$ cat config.mk
export PLATFORM = sky130hd
export DESIGN_NAME = midpoint_ellipse_rasterizer_core_flat
export DESIGN_NICKNAME = d
export VERILOG_FILES = /design/src/hw/rtl/mer_pkg.sv /design/src/hw/rtl/mer_ch_if.sv /design/src/hw/rtl/mer_datapath.sv /design/src/hw/rtl/mer_ctrl.sv /design/src/hw/rtl/midpoint_ellipse_rasterizer_core.sv /design/src/flat_wrapper.sv
export VERILOG_INCLUDE_DIRS = /design/src /design/src/hw/rtl
export SDC_FILE = /design/constraint.sdc
export NUM_CORES = 2
export LEC_CHECK = 0
export CELL_PAD_IN_SITES_DETAIL_PLACEMENT = 2
export CELL_PAD_IN_SITES_GLOBAL_PLACEMENT = 2
export CORE_ASPECT_RATIO = 0.8
export CORE_MARGIN = 2
export CORE_UTILIZATION = 38
export CTS_BUF_LIST = sky130_fd_sc_hd__clkbuf_16
export CTS_CLUSTER_SIZE = 10
export DETAILED_ROUTE_END_ITERATION = 8
export DONT_BUFFER_PORTS = 1
export HOLD_SLACK_MARGIN = 0.06
export PLACE_DENSITY_LB_ADDON = 0.1
export SYNTH_ARGS = -nofsm -noshare
export SYNTH_HDL_FRONTEND = slang
export SYNTH_SLANG_ARGS = --single-unit
$ cat constraint.sdc
create_clock -name clk_i -period 9 [get_ports clk_i]
set_input_delay 1.35 -clock clk_i [delete_from_list [all_inputs] [get_ports clk_i]]
set_output_delay 1.35 -clock clk_i [all_outputs]
set_load 0.05 [all_outputs]
$ cat src/hw/rtl/midpoint_ellipse_rasterizer_core_assert.svh
// Assertion helpers shared by the rasterizer modules.
`ifndef MIDPOINT_ELLIPSE_RASTERIZER_CORE_ASSERT_SVH
`define MIDPOINT_ELLIPSE_RASTERIZER_CORE_ASSERT_SVH

// Same-cycle implication, disabled while reset is active.
`define MER_ASSERT_IMPL(lbl, clk, rst_n, ante, cons, msg) \
  lbl: assert property (@(posedge clk) disable iff (!rst_n) (ante) |-> (cons)) \
    else $error(msg);

// Next-cycle implication, disabled while reset is active.
`define MER_ASSERT_NEXT(lbl, clk, rst_n, ante, cons, msg) \
  lbl: assert property (@(posedge clk) disable iff (!rst_n) (ante) |=> (cons)) \
    else $error(msg);

`endif

$ cat src/hw/rtl/mer_pkg.sv
`default_nettype none

package mer_pkg;

  localparam int CoordBitsDef  = 12;
  localparam int RadiusBitsDef = 11;
  localparam int PixW          = 14;

  localparam logic       OpStart = 1'b0;
  localparam logic       OpStep  = 1'b1;
  localparam logic [1:0] PtLast  = 2'd3;

  typedef enum logic [4:0] {
    DP_NOP,
    DP_LOAD,
    DP_MUL_AA,
    DP_MUL_BB,
    DP_MUL_A2B,
    DP_INIT_R1,
    DP_STEP_R1A,
    DP_STEP_R1B,
    DP_MUL_XX,
    DP_SUM_XX,
    DP_MUL_B2T,
    DP_MUL_YY,
    DP_MUL_A2YY,
    DP_MUL_A2B2,
    DP_SUB_A2B2,
    DP_FIX_R2,
    DP_STEP_R2A,
    DP_STEP_R2B,
    DP_EMIT
  } dp_op_e;

  typedef enum logic [4:0] {
    S_IDLE,
    S_SQA,
    S_SQB,
    S_A2B,
    S_INIT,
    S_R1A,
    S_R1B,
    S_XX,
    S_SUMXX,
    S_B2T,
    S_YY,
    S_A2YY,
    S_A2B2,
    S_SUB,
    S_FIX,
    S_R2A,
    S_R2B,
    S_EMIT
  } ctl_state_e;

  typedef struct packed {
    dp_op_e     op;
    logic [1:0] pt;
  } dp_cmd_t;

  typedef struct packed {
    logic finished;
    logic in_r1;
    logic r2_ready;
    logic out_free;
  } dp_status_t;

endpackage

`default_nettype wire

$ cat src/hw/rtl/mer_ch_if.sv
`default_nettype none

interface mer_in_if import mer_pkg::*; #(
  parameter int COORD_BITS  = CoordBitsDef,
  parameter int RADIUS_BITS = RadiusBitsDef
) ();
  logic                   valid;
  logic                   ready;
  logic                   opcode;
  logic [COORD_BITS-1:0]  centre_x;
  logic [COORD_BITS-1:0]  centre_y;
  logic [RADIUS_BITS-1:0] radius_a;
  logic [RADIUS_BITS-1:0] radius_b;

  modport source (
    output valid, opcode, centre_x, centre_y, radius_a, radius_b,
    input  ready
  );
  modport sink (
    input  valid, opcode, centre_x, centre_y, radius_a, radius_b,
    output ready
  );
endinterface

interface mer_out_if import mer_pkg::*; ();
  logic                   valid;
  logic                   ready;
  logic signed [PixW-1:0] pixel_x;
  logic signed [PixW-1:0] pixel_y;
  logic                   last_of_four;
  logic                   ellipse_done;

  modport source (
    output valid, pixel_x, pixel_y, last_of_four, ellipse_done,
    input  ready
  );
  modport sink (
    input  valid, pixel_x, pixel_y, last_of_four, ellipse_done,
    output ready
  );
endinterface

`default_nettype wire

$ cat src/hw/rtl/mer_datapath.sv
`default_nettype none

module mer_datapath import mer_pkg::*; #(
  parameter int COORD_BITS  = CoordBitsDef,
  parameter int RADIUS_BITS = RadiusBitsDef
) (
  input  logic                   clk_i,
  input  logic                   rst_ni,
  input  dp_cmd_t                cmd_i,
  output dp_status_t             status_o,
  input  logic [COORD_BITS-1:0]  centre_x_i,
  input  logic [COORD_BITS-1:0]  centre_y_i,
  input  logic [RADIUS_BITS-1:0] radius_a_i,
  input  logic [RADIUS_BITS-1:0] radius_b_i,
  input  logic                   out_ready_i,
  output logic                   out_valid_o,
  output logic signed [PixW-1:0] pixel_x_o,
  output logic signed [PixW-1:0] pixel_y_o,
  output logic                   last_of_four_o,
  output logic                   ellipse_done_o
);

  localparam int SqW   = 2 * RADIUS_BITS;
  localparam int XW    = RADIUS_BITS + 1;
  localparam int MulW  = 2 * RADIUS_BITS + 2;
  localparam int ProdW = 2 * MulW;
  localparam int DxyW  = 3 * RADIUS_BITS + 4;
  localparam int WMax  = (COORD_BITS > XW) ? COORD_BITS : XW;
  localparam int ExtW  = (WMax + 1 > PixW) ? WMax + 1 : PixW;

  // control state
  logic region_two_q, region_two_d;
  logic r2_ready_q, r2_ready_d;
  logic finished_q, finished_d;
  logic out_valid_q, out_valid_d;

  // payload state
  logic [COORD_BITS-1:0]   cx_q, cx_d, cy_q, cy_d;
  logic [RADIUS_BITS-1:0]  ra_q, ra_d, rb_q, rb_d;
  logic [SqW-1:0]          a2_q, a2_d, b2_q, b2_d;
  logic [XW-1:0]           x_q, x_d;
  logic [RADIUS_BITS-1:0]  y_q, y_d;
  logic [DxyW-1:0]         dx_q, dx_d, dy_q, dy_d;
  logic signed [ProdW-1:0] dec_q, dec_d, acc_q, acc_d;
  logic [ProdW-1:0]        prod_q, prod_d;
  logic [MulW-1:0]         tmp_q, tmp_d;
  logic                    br_q, br_d;
  logic signed [PixW-1:0]  px_q, px_d, py_q, py_d;
  logic                    last_q, last_d, done_q, done_d;

  logic [MulW-1:0]         mul_a, mul_b;
  logic [RADIUS_BITS-1:0]  ym1;
  logic signed [ProdW-1:0] b2e, a2e, dxe, dye, prode;
  logic [ExtW-1:0]         sum_x, sum_y;

  assign ym1   = y_q - 1'b1;
  assign b2e   = $signed(ProdW'(b2_q));
  assign a2e   = $signed(ProdW'(a2_q));
  assign dxe   = $signed(ProdW'(dx_q));
  assign dye   = $signed(ProdW'(dy_q));
  assign prode = $signed(prod_q);

  // shared multiplier operand select
  always_comb begin
    mul_a = '0;
    mul_b = '0;
    unique case (cmd_i.op)
      DP_MUL_AA: begin
        mul_a = MulW'(ra_q);
        mul_b = MulW'(ra_q);
      end
      DP_MUL_BB: begin
        mul_a = MulW'(rb_q);
        mul_b = MulW'(rb_q);
      end
      DP_MUL_A2B: begin
        mul_a = MulW'(a2_q);
        mul_b = MulW'(rb_q);
      end
      DP_MUL_XX: begin
        mul_a = MulW'(x_q);
        mul_b = MulW'(x_q);
      end
      DP_MUL_B2T: begin
        mul_a = MulW'(b2_q);
        mul_b = tmp_q;
      end
      DP_MUL_YY: begin
        mul_a = MulW'(ym1);
        mul_b = MulW'(ym1);
      end
      DP_MUL_A2YY: begin
        mul_a = MulW'(a2_q);
        mul_b = prod_q[MulW-1:0];
      end
      DP_MUL_A2B2: begin
        mul_a = MulW'(a2_q);
        mul_b = MulW'(b2_q);
      end
      default: begin
        mul_a = '0;
        mul_b = '0;
      end
    endcase
  end

  assign prod_d = ProdW'(mul_a) * ProdW'(mul_b);

  // point k: bit 0 mirrors x, bit 1 mirrors y
  assign sum_x = cmd_i.pt[0] ? ExtW'(cx_q) - ExtW'(x_q) : ExtW'(cx_q) + ExtW'(x_q);
  assign sum_y = cmd_i.pt[1] ? ExtW'(cy_q) - ExtW'(y_q) : ExtW'(cy_q) + ExtW'(y_q);

  always_comb begin
    region_two_d = region_two_q;
    r2_ready_d   = r2_ready_q;
    finished_d   = finished_q;
    out_valid_d  = out_valid_q & ~out_ready_i;
    cx_d   = cx_q;
    cy_d   = cy_q;
    ra_d   = ra_q;
    rb_d   = rb_q;
    a2_d   = a2_q;
    b2_d   = b2_q;
    x_d    = x_q;
    y_d    = y_q;
    dx_d   = dx_q;
    dy_d   = dy_q;
    dec_d  = dec_q;
    acc_d  = acc_q;
    tmp_d  = tmp_q;
    br_d   = br_q;
    px_d   = px_q;
    py_d   = py_q;
    last_d = last_q;
    done_d = done_q;
    unique case (cmd_i.op)
      DP_LOAD: begin
        cx_d = centre_x_i;
        cy_d = centre_y_i;
        ra_d = radius_a_i;
        rb_d = radius_b_i;
        x_d  = '0;
        y_d  = radius_b_i;
        dx_d = '0;
        region_two_d = 1'b0;
        r2_ready_d   = 1'b0;
      end
      DP_MUL_BB:  a2_d = prod_q[SqW-1:0];
      DP_MUL_A2B: b2_d = prod_q[SqW-1:0];
      DP_INIT_R1: begin
        dy_d  = {prod_q[DxyW-2:0], 1'b0};
        dec_d = b2e - prode + $signed(ProdW'(a2_q >> 2));
      end
      DP_STEP_R1A: begin
        x_d  = x_q + 1'b1;
        dx_d = dx_q + DxyW'({b2_q, 1'b0});
        br_d = dec_q[ProdW-1];
        if (!dec_q[ProdW-1]) begin
          y_d  = y_q - 1'b1;
          dy_d = dy_q - DxyW'({a2_q, 1'b0});
        end
      end
      DP_STEP_R1B: dec_d = dec_q + b2e + dxe - (br_q ? '0 : dye);
      DP_SUM_XX:   tmp_d = prod_q[MulW-1:0] + MulW'(x_q);
      DP_MUL_YY:   acc_d = prode;
      DP_MUL_A2B2: acc_d = acc_q + prode;
      DP_SUB_A2B2: acc_d = acc_q - prode + $signed(ProdW'(b2_q >> 2));
      DP_FIX_R2: begin
        // truncate toward zero: odd b2 leaves a quarter behind
        dec_d = acc_q + ((b2_q[0] && acc_q[ProdW-1]) ? ProdW'(1) : '0);
        region_two_d = 1'b1;
        r2_ready_d   = 1'b1;
      end
      DP_STEP_R2A: begin
        y_d  = y_q - 1'b1;
        dy_d = dy_q - DxyW'({a2_q, 1'b0});
        br_d = !dec_q[ProdW-1] && (dec_q != '0);
        if (dec_q[ProdW-1] || (dec_q == '0)) begin
          x_d  = x_q + 1'b1;
          dx_d = dx_q + DxyW'({b2_q, 1'b0});
        end
      end
      DP_STEP_R2B: dec_d = dec_q + a2e - dye + (br_q ? '0 : dxe);
      DP_EMIT: begin
        px_d   = $signed(sum_x[PixW-1:0]);
        py_d   = $signed(sum_y[PixW-1:0]);
        last_d = (cmd_i.pt == PtLast);
        done_d = (y_q == '0);
        finished_d  = (y_q == '0);
        out_valid_d = 1'b1;
      end
      default: begin
        out_valid_d = out_valid_q & ~out_ready_i;
      end
    endcase
  end

  always_ff @(posedge clk_i or negedge rst_ni) begin
    if (!rst_ni) begin
      region_two_q <= 1'b0;
      r2_ready_q   <= 1'b0;
      finished_q   <= 1'b1;
      out_valid_q  <= 1'b0;
    end else begin
      region_two_q <= region_two_d;
      r2_ready_q   <= r2_ready_d;
      finished_q   <= finished_d;
      out_valid_q  <= out_valid_d;
    end
  end

  always_ff @(posedge clk_i) begin
    cx_q   <= cx_d;
    cy_q   <= cy_d;
    ra_q   <= ra_d;
    rb_q   <= rb_d;
    a2_q   <= a2_d;
    b2_q   <= b2_d;
    x_q    <= x_d;
    y_q    <= y_d;
    dx_q   <= dx_d;
    dy_q   <= dy_d;
    dec_q  <= dec_d;
    acc_q  <= acc_d;
    prod_q <= prod_d;
    tmp_q  <= tmp_d;
    br_q   <= br_d;
    px_q   <= px_d;
    py_q   <= py_d;
    last_q <= last_d;
    done_q <= done_d;
  end

  assign status_o.finished = finished_q;
  assign status_o.in_r1    = !region_two_q && (dx_q < dy_q);
  assign status_o.r2_ready = r2_ready_q;
  assign status_o.out_free = !out_valid_q || out_ready_i;

  assign out_valid_o    = out_valid_q;
  assign pixel_x_o      = px_q;
  assign pixel_y_o      = py_q;
  assign last_of_four_o = last_q;
  assign ellipse_done_o = done_q;

  `include "midpoint_ellipse_rasterizer_core_assert.svh"

  `MER_ASSERT_IMPL(a_done_word_finished, clk_i, rst_ni, out_valid_q && done_q, finished_q, "done word pending while walk not finished")
  `MER_ASSERT_IMPL(a_region_two_ready, clk_i, rst_ni, region_two_q, r2_ready_q, "region two entered without its decision")
  `MER_ASSERT_NEXT(a_last_word, clk_i, rst_ni, cmd_i.op == DP_EMIT && cmd_i.pt == PtLast, out_valid_q && last_q, "fourth point not flagged last")

endmodule

`default_nettype wire

$ cat src/hw/rtl/mer_ctrl.sv
`default_nettype none

module mer_ctrl import mer_pkg::*; (
  input  logic       clk_i,
  input  logic       rst_ni,
  input  logic       in_valid_i,
  input  logic       in_opcode_i,
  output logic       in_ready_o,
  input  dp_status_t status_i,
  output dp_cmd_t    cmd_o
);

  ctl_state_e state_q, state_d;
  logic [1:0] cnt_q, cnt_d;

  always_ff @(posedge clk_i or negedge rst_ni) begin
    if (!rst_ni) begin
      state_q <= S_IDLE;
      cnt_q   <= '0;
    end else begin
      state_q <= state_d;
      cnt_q   <= cnt_d;
    end
  end

  always_comb begin
    state_d    = state_q;
    cnt_d      = cnt_q;
    cmd_o.op   = DP_NOP;
    cmd_o.pt   = cnt_q;
    in_ready_o = (state_q == S_IDLE);
    unique case (state_q)
      S_IDLE: begin
        cnt_d = '0;
        if (in_valid_i) begin
          if (in_opcode_i == OpStart) begin
            cmd_o.op = DP_LOAD;
            state_d  = S_SQA;
          end else begin
            // drop steps once the walk is over
            priority if (status_i.finished) state_d = S_IDLE;
            else if (status_i.in_r1)        state_d = S_R1A;
            else if (!status_i.r2_ready)    state_d = S_XX;
            else                            state_d = S_R2A;
          end
        end
      end
      S_SQA: begin
        cmd_o.op = DP_MUL_AA;
        state_d  = S_SQB;
      end
      S_SQB: begin
        cmd_o.op = DP_MUL_BB;
        state_d  = S_A2B;
      end
      S_A2B: begin
        cmd_o.op = DP_MUL_A2B;
        state_d  = S_INIT;
      end
      S_INIT: begin
        cmd_o.op = DP_INIT_R1;
        state_d  = S_EMIT;
      end
      S_R1A: begin
        cmd_o.op = DP_STEP_R1A;
        state_d  = S_R1B;
      end
      S_R1B: begin
        cmd_o.op = DP_STEP_R1B;
        state_d  = S_EMIT;
      end
      S_XX: begin
        cmd_o.op = DP_MUL_XX;
        state_d  = S_SUMXX;
      end
      S_SUMXX: begin
        cmd_o.op = DP_SUM_XX;
        state_d  = S_B2T;
      end
      S_B2T: begin
        cmd_o.op = DP_MUL_B2T;
        state_d  = S_YY;
      end
      S_YY: begin
        cmd_o.op = DP_MUL_YY;
        state_d  = S_A2YY;
      end
      S_A2YY: begin
        cmd_o.op = DP_MUL_A2YY;
        state_d  = S_A2B2;
      end
      S_A2B2: begin
        cmd_o.op = DP_MUL_A2B2;
        state_d  = S_SUB;
      end
      S_SUB: begin
        cmd_o.op = DP_SUB_A2B2;
        state_d  = S_FIX;
      end
      S_FIX: begin
        cmd_o.op = DP_FIX_R2;
        state_d  = S_R2A;
      end
      S_R2A: begin
        cmd_o.op = DP_STEP_R2A;
        state_d  = S_R2B;
      end
      S_R2B: begin
        cmd_o.op = DP_STEP_R2B;
        state_d  = S_EMIT;
      end
      S_EMIT: begin
        // hold the point until the output register frees up
        if (status_i.out_free) begin
          cmd_o.op = DP_EMIT;
          cnt_d    = cnt_q + 1'b1;
          if (cnt_q == PtLast) begin
            state_d = S_IDLE;
          end
        end
      end
      default: begin
        state_d = S_IDLE;
      end
    endcase
  end

  `include "midpoint_ellipse_rasterizer_core_assert.svh"

  `MER_ASSERT_IMPL(a_emit_needs_room, clk_i, rst_ni, cmd_o.op == DP_EMIT, status_i.out_free, "point emitted into a full output register")
  `MER_ASSERT_NEXT(a_emit_ends, clk_i, rst_ni, state_q == S_EMIT && cnt_q == PtLast && status_i.out_free, state_q == S_IDLE, "no return to idle after fourth point")
  `MER_ASSERT_NEXT(a_finished_step_idle, clk_i, rst_ni, in_ready_o && in_valid_i && in_opcode_i == OpStep && status_i.finished, state_q == S_IDLE, "step after finish started work")

endmodule

`default_nettype wire

$ cat src/hw/rtl/midpoint_ellipse_rasterizer_core.sv
// Midpoint ellipse rasterizer.
// in_i takes command words: a start word (opcode 0) latches centre and
// radii and produces the four points at (0, b); a step word (opcode 1) runs
// one iteration of the midpoint walk and produces its four mirrored points.
// out_o carries one point per word, last_of_four on the fourth, and
// ellipse_done on all four points of the iteration that brings y to 0.
// Steps after that produce nothing.
// One word is worked on at a time; in_i.ready is high only when idle.
// The work per word is paced by the single shared multiplier and the four
// output writes; the first region-2 step also computes the exact
// region-2 decision, and a step after done goes straight back to idle.
// A stalled out_o holds the point in the output register and the walk
// waits for it; the next word can be taken while the last point waits.
// After reset the block is idle and steps are ignored until a start.

`default_nettype none

module midpoint_ellipse_rasterizer_core import mer_pkg::*; #(
  parameter int COORD_BITS  = CoordBitsDef,
  parameter int RADIUS_BITS = RadiusBitsDef
) (
  input  logic          clk_i,
  input  logic          rst_ni,
  mer_in_if.sink        in_i,
  mer_out_if.source     out_o
);

  dp_cmd_t    cmd;
  dp_status_t status;

  mer_ctrl u_ctrl (
    .clk_i      (clk_i),
    .rst_ni     (rst_ni),
    .in_valid_i (in_i.valid),
    .in_opcode_i(in_i.opcode),
    .in_ready_o (in_i.ready),
    .status_i   (status),
    .cmd_o      (cmd)
  );

  mer_datapath #(
    .COORD_BITS (COORD_BITS),
    .RADIUS_BITS(RADIUS_BITS)
  ) u_datapath (
    .clk_i         (clk_i),
    .rst_ni        (rst_ni),
    .cmd_i         (cmd),
    .status_o      (status),
    .centre_x_i    (in_i.centre_x),
    .centre_y_i    (in_i.centre_y),
    .radius_a_i    (in_i.radius_a),
    .radius_b_i    (in_i.radius_b),
    .out_ready_i   (out_o.ready),
    .out_valid_o   (out_o.valid),
    .pixel_x_o     (out_o.pixel_x),
    .pixel_y_o     (out_o.pixel_y),
    .last_of_four_o(out_o.last_of_four),
    .ellipse_done_o(out_o.ellipse_done)
  );

endmodule

`default_nettype wire

$ cat src/flat_wrapper.sv
// flat-port wrapper written by rule: the top's interface ports become plain ports
module midpoint_ellipse_rasterizer_core_flat import mer_pkg::*;
#(
  parameter int COORD_BITS  = CoordBitsDef,
  parameter int RADIUS_BITS = RadiusBitsDef
)
  (clk_i, rst_ni, in_i_valid, in_i_opcode, in_i_centre_x, in_i_centre_y, in_i_radius_a, in_i_radius_b, in_i_ready, out_o_valid, out_o_pixel_x, out_o_pixel_y, out_o_last_of_four, out_o_ellipse_done, out_o_ready);
  mer_in_if #(.COORD_BITS(COORD_BITS), .RADIUS_BITS(RADIUS_BITS)) in_i_i ();
  mer_out_if out_o_i ();
  input  logic clk_i;
  input  logic rst_ni;
  input wire logic [$bits(in_i_i.valid)-1:0] in_i_valid;
  input wire logic [$bits(in_i_i.opcode)-1:0] in_i_opcode;
  input wire logic [$bits(in_i_i.centre_x)-1:0] in_i_centre_x;
  input wire logic [$bits(in_i_i.centre_y)-1:0] in_i_centre_y;
  input wire logic [$bits(in_i_i.radius_a)-1:0] in_i_radius_a;
  input wire logic [$bits(in_i_i.radius_b)-1:0] in_i_radius_b;
  output wire logic [$bits(in_i_i.ready)-1:0] in_i_ready;
  output wire logic [$bits(out_o_i.valid)-1:0] out_o_valid;
  output wire logic [$bits(out_o_i.pixel_x)-1:0] out_o_pixel_x;
  output wire logic [$bits(out_o_i.pixel_y)-1:0] out_o_pixel_y;
  output wire logic [$bits(out_o_i.last_of_four)-1:0] out_o_last_of_four;
  output wire logic [$bits(out_o_i.ellipse_done)-1:0] out_o_ellipse_done;
  input wire logic [$bits(out_o_i.ready)-1:0] out_o_ready;
  assign in_i_i.valid = in_i_valid;
  assign in_i_i.opcode = in_i_opcode;
  assign in_i_i.centre_x = in_i_centre_x;
  assign in_i_i.centre_y = in_i_centre_y;
  assign in_i_i.radius_a = in_i_radius_a;
  assign in_i_i.radius_b = in_i_radius_b;
  assign in_i_ready = in_i_i.ready;
  assign out_o_valid = out_o_i.valid;
  assign out_o_pixel_x = out_o_i.pixel_x;
  assign out_o_pixel_y = out_o_i.pixel_y;
  assign out_o_last_of_four = out_o_i.last_of_four;
  assign out_o_ellipse_done = out_o_i.ellipse_done;
  assign out_o_i.ready = out_o_ready;
  midpoint_ellipse_rasterizer_core #(.COORD_BITS(COORD_BITS), .RADIUS_BITS(RADIUS_BITS)) u_core (.clk_i(clk_i), .rst_ni(rst_ni), .in_i(in_i_i), .out_o(out_o_i));
endmodule
-- Yosys cells after proc, flatten, opt, wreduce, memory -nomap -nowiden
Index checks and enable logic that the tools add are counted.
Widths: inputs -> output; s select.
- register bits: 396
- output and inout bits: 32
- word-level logic and storage cells: 152
- add/sub/neg operators: 22
- multiply operators: 1
- order comparisons: 1
- equality and inequality tests: 41
- muxes and demuxes: 34
- bitwise logic cells: 2
- reduce and logical (&&, ||, !) cells: 27
- operator list (operator ; count):
    $pmux 37 s3 ; 2
    $pmux 48 s4 ; 1
    $pmux 24 s7 ; 1
    $mux 37 ; 4
    $pmux 48 s3 ; 1
    $pmux 22 s6 ; 1
    $add 48x21->48 ; 2
    $add 48x22->48 ; 2
    $add 48x37->48 ; 2
    $sub 48x37->48 ; 2
    $pmux 5 s18 ; 1
    $eq 5x4->1 const B ; 16
    $pmux 5 s16 ; 1
    $add 48x1->48 ; 1
    $add 48x48->48 ; 1
    $logic_not 48->1 ; 1
    $mul 24x24->48 ; 1
    $reduce_bool 48->1 ; 1
    $sub 23x48->48 ; 1
    $sub 48x48->48 ; 1
    $eq 5x3->1 const B ; 8
    $add 37x23->37 ; 1
    $lt 37x37->1 ; 1
    $sub 37x23->37 ; 1
    other kinds (39) ; 74

-- Depth between registers and ports, before layout
- depth in word-level cells: 8
- gate-level depth with buffers: 36
- mapped depth without buffers: 33

-- Cells and area by module
A second synthesis with hierarchy kept.
- cell total of the unflattened synthesis: 6572
- area total of the unflattened synthesis: 57116.0 um^2
- by module, submodules not included (module ; instances ; cells each ; area each (um^2)):
    mer_datapath ; 1 ; 6501 ; 56524.2
    mer_ctrl ; 1 ; 71 ; 591.8

-- Worst setup path after synthesis
Ideal clock, no wire load.
- kind: flip-flop to flip-flop
- start: reg u_core.u_ctrl.state_q[1]
- end: reg u_core.u_datapath.prod_q[46]
- arrival: 8.832 ns
- path slack: 0.049 ns
- stages on the path, launching flop included: 33
- buffers on the path: 4
- clock period less this slack: 8.951 ns
- cell sequence: dfrtp_1 -> inv_1 -> or3_1 -> clkbuf_1 -> nor2_1 -> clkbuf_1 -> a222oi_1 -> nand2_1 -> clkbuf_1 -> nand2_1 -> fa_1 -> inv_1 -> fa_1 -> inv_1 -> fa_1 -> inv_1 -> fa_1 -> fa_1 -> fa_1 -> inv_1 -> fa_1 -> inv_1 -> ha_1 -> clkbuf_1 -> and4_1 -> nand3_1 -> o31ai_1 -> a2111oi_0 -> o41ai_1 -> a31oi_1 -> o21ai_0 -> a21oi_1 -> xnor2_1
- cells in the longest elaborated chain, start to end: 6
- elaborated cells between the ends (all ways): 32
- those cells by class: mul (1); eq/ne (25); mux (3); reduce/logical (3)
- RTL lines (item ; line ; source):
    start: declaration ; mer_ctrl.sv:13 ; ctl_state_e state_q, state_d;
    start signal: assignment ; mer_ctrl.sv:21 ; state_q <= state_d;
    $eq 5x5->1 (tied with other cells) ; mer_ctrl.sv:32 ; unique case (state_q)
    $pmux 5 s18 (*) ; mer_ctrl.sv:32 ;
    $eq 5x4->1 (tied with other cells) ; mer_datapath.sv:67 ; unique case (cmd_i.op)
    $reduce_or 3->1 (no source line) or $reduce_or 2->1 (tied branches) ; - ;
    $pmux 22 s6 or $pmux 24 s7 (tied branches) ; mer_datapath.sv:67 ;
    $mul 24x24->48 (*) ; mer_datapath.sv:107 ; assign prod_d = ProdW'(mul_a) * ProdW'(mul_b);
    named net u_core.u_datapath.prod_d[46] ; mer_datapath.sv:45 ; logic [ProdW-1:0] prod_q, prod_d;
    end signal: assignment ; mer_datapath.sv:225 ; prod_q <= prod_d;
    end: declaration ; mer_datapath.sv:45 ;
The timed path passes the listed nets; every way through them passes the cells marked *.
A chain may end at the register's enable or synchronous reset.

-- Worst setup path in the final report
- start: reg u_core.u_datapath.y_q[3]
- end: reg u_core.u_datapath.prod_q[43]
- cells in the longest elaborated chain, start to end: 3
- elaborated cells between the ends (all ways): 4
- those cells by class: add/sub (1); mul (1); mux (2)
- RTL lines (item ; line ; source):
    start: declaration ; mer_datapath.sv:42 ; logic [RADIUS_BITS-1:0] y_q, y_d;
    start signal: assignment ; mer_datapath.sv:220 ; y_q <= y_d;
    $sub 11x1->11 (*) ; mer_datapath.sv:56 ; assign ym1 = y_q - 1'b1;
    $pmux 24 s7 or $pmux 22 s6 (tied branches) ; mer_datapath.sv:67 ;
    $mul 24x24->48 (*) ; mer_datapath.sv:107 ;
    named net u_core.u_datapath.prod_d[43] ; mer_datapath.sv:45 ;
Marked as above.

==> results.txt <==
----------------------------------------------------
[Worst setup path]
  Kind of end point of the critical path ... register
  Critical path class ... reg2reg
  Crit path top cell by count ... sky130_fd_sc_hd__fa_1
  Startpoint type of the worst setup path ... register
  Max incr delay on CP ... just under 0.6 ns
  Data arrival time of the worst path ... a little over 9 ns
  Worst path required time ... about 9.6 ns
  Kind of cell with the highest combined delay on the critical path ... adder cells
  Number of buffers and inverters on the critical path ... 7
  Largest fanout on the critical path ... 6
  Critical Path Slowest Stage Cell ... sky130_fd_sc_hd__fa_1

[Clocking]
  Number of buffers inserted during clock tree synthesis ... between 50 and 60
  Clock slew seen by the registers of the worst setup and hold paths ... roughly 0.06 ns
  Num Clock Sinks ... between 300 and 400
  CTS root buf ... sky130_fd_sc_hd__clkbuf_16
  Deepest level of the CTS H-tree ... 2
  CTS max path bufs ... 3
  CTS Hold Bufs ... 0
  TritonCTS clock tree ... built
  Skew-Pair Late Insertion Delay ... 0.67 ns

[Die]
  DIE HEIGHT ... ~350 um
  Site row count ... around 130
  Initial Util ... 38.4%
  Boundary pin count ... between 80 and 90
  Die outline width ... between 400 and 500 um
  Overall die area ... ~150000 um^2
  Placeable Area ... about 150000 um^2

[STA]
  Tightest Pin Transition ... between 1 and 1.5 ns
  Number of hold-slack violations in the final timing report ... 0
  Achievable frequency ... roughly 120 MHz
  Endpoints failing setup ... 0
  Final critical path time including I/O delays and setup ... ~8.7 ns
  Worst slew margin ... ~28%
  Setup skew after layout ... around 0.03 ns
  Share of the clock period used by the worst path ... 96.6%
  Max-slew violation count ... 0

[Power and ir drop]
  Maximum vdd ir drop ... 0.321 mV
  Static leakage ... between 0.02 and 0.03 uW
  Total power per unit cell area ... around 400 nW/um^2
  Post-layout power ... about 25000 uW

[Finish]
  Count of fill cells added during filler insertion ... between 15000 and 20000
  Most common cell after layout, fill and taps aside ... sky130_fd_sc_hd__inv_1
  Sequential standard cell area ... between 10000 and 15000 um^2
  Final Net Count ... roughly 7800
  Share of final-layout standard cells stronger than drive strength 1 ... about 6.3%
  Most frequent cells in the layout ... sky130_fd_sc_hd__inv_1, sky130_fd_sc_hd__nand2_1, sky130_fd_sc_hd__fa_1
  Growth of design area from synthesis to finish ... 10.4%
  Area of the multi-input gates ... just over 40000 um^2
  Non-filler cells, final ... approximately 8600

[Placement]
  Port-buffer cells ... 0
  Final weighted congestion of routability-driven global placement ... about 0.94
  Cell total after placement ... 8495
  Half-perimeter wire length of the detailed placement result ... about 200000 um

[Global routing]
  GRT overflow ... 0
  Number of antenna violations at the first check in global routing ... 5
  Global-route wire length before repair ... 361000 um
  Maximum number of pins on one net before global-route repair ... between 70 and 80
  GR Util All Layers ... a little under a third
  Vias in the first global route ... 53817

[Yosys]
  Top FF cell, synth ... sky130_fd_sc_hd__edfxtp_1
  Syn Inst Count ... between 6000 and 7000
  Post-synthesis cell type count ... 94
  Share of synthesized area occupied by flip-flops and latches ... roughly a fifth
  Number of flops mapped to enable cells by yosys ... 336
  Number of register bits inferred by synthesis ... roughly 390
  Mapped cell area ... around 57000 um^2
  Mapped Nets ... between 7000 and 8000
  Average footprint of a synthesized cell ... between 8 and 9 um^2
  Yosys warning total ... 0
  Ys async rst share ... 2.54%

[Route]
  Drt total wl ... 242000 um
  Total iterations of the first detailed-routing run ... 8
  Number of vias per cell ... slightly below 6
  DR DRC count ... 0
  Vias post-DR ... ~50000
  Antenna-violating nets left ... 0
  Initial detailed-routing violation count ... around 4400
  WL/cell ... between 20 and 30 um

[Run]
  # Max-Cap Violations ... 0

[Min path]
  Class of the most critical hold timing path ... in2async

[Outcome]
  Result of the run ... finished clean

----------------------------------------------------
per-layer routing:
layer  wire length [um]  vias up  global-route usage [%]
met2             104000     1367                    48.2
met1             120000    26312                    48.4
met4               3710        0                    5.02
met5                  0        -                       0
li1                   -    22097                       -
met3              14400      168                    3.15
final timing paths:
check	from	end	slack [ns]	depth (start not counted)
setup / recovery	u_core.u_datapath.y_q[3]	u_core.u_datapath.prod_q[43]	0.31	32
max in group asynchronous	rst_ni	u_core.u_datapath.finished_q	8.45	0
min in group clk_i	u_core.u_datapath.r2_ready_q	u_core.u_datapath.r2_ready_q	0.55	2
hold / removal	rst_ni	u_core.u_ctrl.state_q[3]	0.37	0
hold reg to reg	u_core.u_datapath.r2_ready_q	u_core.u_datapath.r2_ready_q	0.55	2
setup reg to reg	u_core.u_datapath.y_q[3]	u_core.u_datapath.prod_q[43]	0.31	32
per-stage QoR:
step                      cell area (um^2)  worst slack (ns)  hold WS (ns)  TNS, ns  utilization (%)
after global placement               60500            -0.615         0.551    -2.48             40.9
after floorplan                      56800            0.0494         0.470        0                -
after CTS                            62400            0.0117         0.322        0             42.2
final                                62700             0.306         0.371        0             42.4
after detailed placement             60500            -0.823         0.552    -4.59             40.9
after global routing                 62700           -0.0467         0.352  -0.0958             42.4
cells in the mapped netlist (all sizes together) (11+ instances only):
cell / count / area share [%]
a31oi: 42 / 0.47
o22ai: 31 / 0.34
and3: 53 / 0.58
and4: 11 / 0.17
a211oi: 40 / 0.54
o211ai: 34 / 0.45
o21a: 41 / 0.54
fa: 601 / 21
a2111oi: 14 / 0.22
nor2: 469 / 3.1
a222oi: 34 / 0.60
nand2: 697 / 4.6
a221o: 13 / 0.23
and2: 60 / 0.66
a22oi: 79 / 1.0
a221oi: 12 / 0.21
or4: 12 / 0.17
o21bai: 63 / 0.83
xnor2: 284 / 4.4
buf: 16 / 0.11
clkbuf: 233 / 1.5
nand2b: 77 / 0.86
o21ai: 306 / 2.7
dfxtp: 48 / 1.7
a22o: 16 / 0.25
or3: 20 / 0.22
o221ai: 25 / 0.39
mux2i: 15 / 0.26
nand4: 60 / 0.66
nor2b: 45 / 0.50
nor4: 27 / 0.36
o31ai: 24 / 0.33
edfxtp: 336 / 18
ha: 594 / 13
a21oi: 391 / 3.4
xor2: 111 / 1.7
nand3: 140 / 1.2
inv: 1063 / 7.0
o2111ai: 14 / 0.22
nor3: 79 / 0.71
a21o: 162 / 2.1
or2: 11 / 0.12
final cells by class:
class                      instances  share of cell area [%]
timing repair buffer             251                    3.64
inverter                        1064                    6.37
clock buffer                      56                    2.24
antenna                            1                 0.00399
clock inverter                    48                   0.645
sequential                       394                    18.0
multi-input combinational       4822                    65.1
tap                             1984                    3.96
sequential cells by signal (all words and copies together) (netlist names), 14 cells and up:
| name | cells |
|---|---|
| u_core.u_datapath.a2_q | 22 |
| u_core.u_datapath.acc_q | 48 |
| u_core.u_datapath.b2_q | 22 |
| u_core.u_datapath.dec_q | 48 |
| u_core.u_datapath.dx_q | 36 |
| u_core.u_datapath.dy_q | 36 |
| u_core.u_datapath.pixel_x_o | 14 |
| u_core.u_datapath.pixel_y_o | 14 |
| u_core.u_datapath.prod_q | 48 |
| u_core.u_datapath.tmp_q | 24 |
power breakdown:
part	leakage, uW	internal [uW]	switching, uW
registers	0.00362	2730	619
logic	0.0240	7110	12600
clock network	0.000960	1300	989
what timing repair did:
item	CTS	global route
pin swaps	4	14
buffers inserted	6	14
setup endpoints to repair	13	15
cloned	0	0
gates resized for setup	7	38
hold endpoints to repair	0	0
cells by family after synthesis:
kind of cell / after synthesis / share of synthesized area, %
mux: 20 / 0.364
fa+ha+maj: 1195 / 34.3
flops: 394 / 19.9
xor+xnor: 395 / 6.09
compound gates: 1431 / 16.4
simple gates: 1781 / 14.3
buf+inv: 1313 / 8.69
Power figures use the tool's default switching activity.
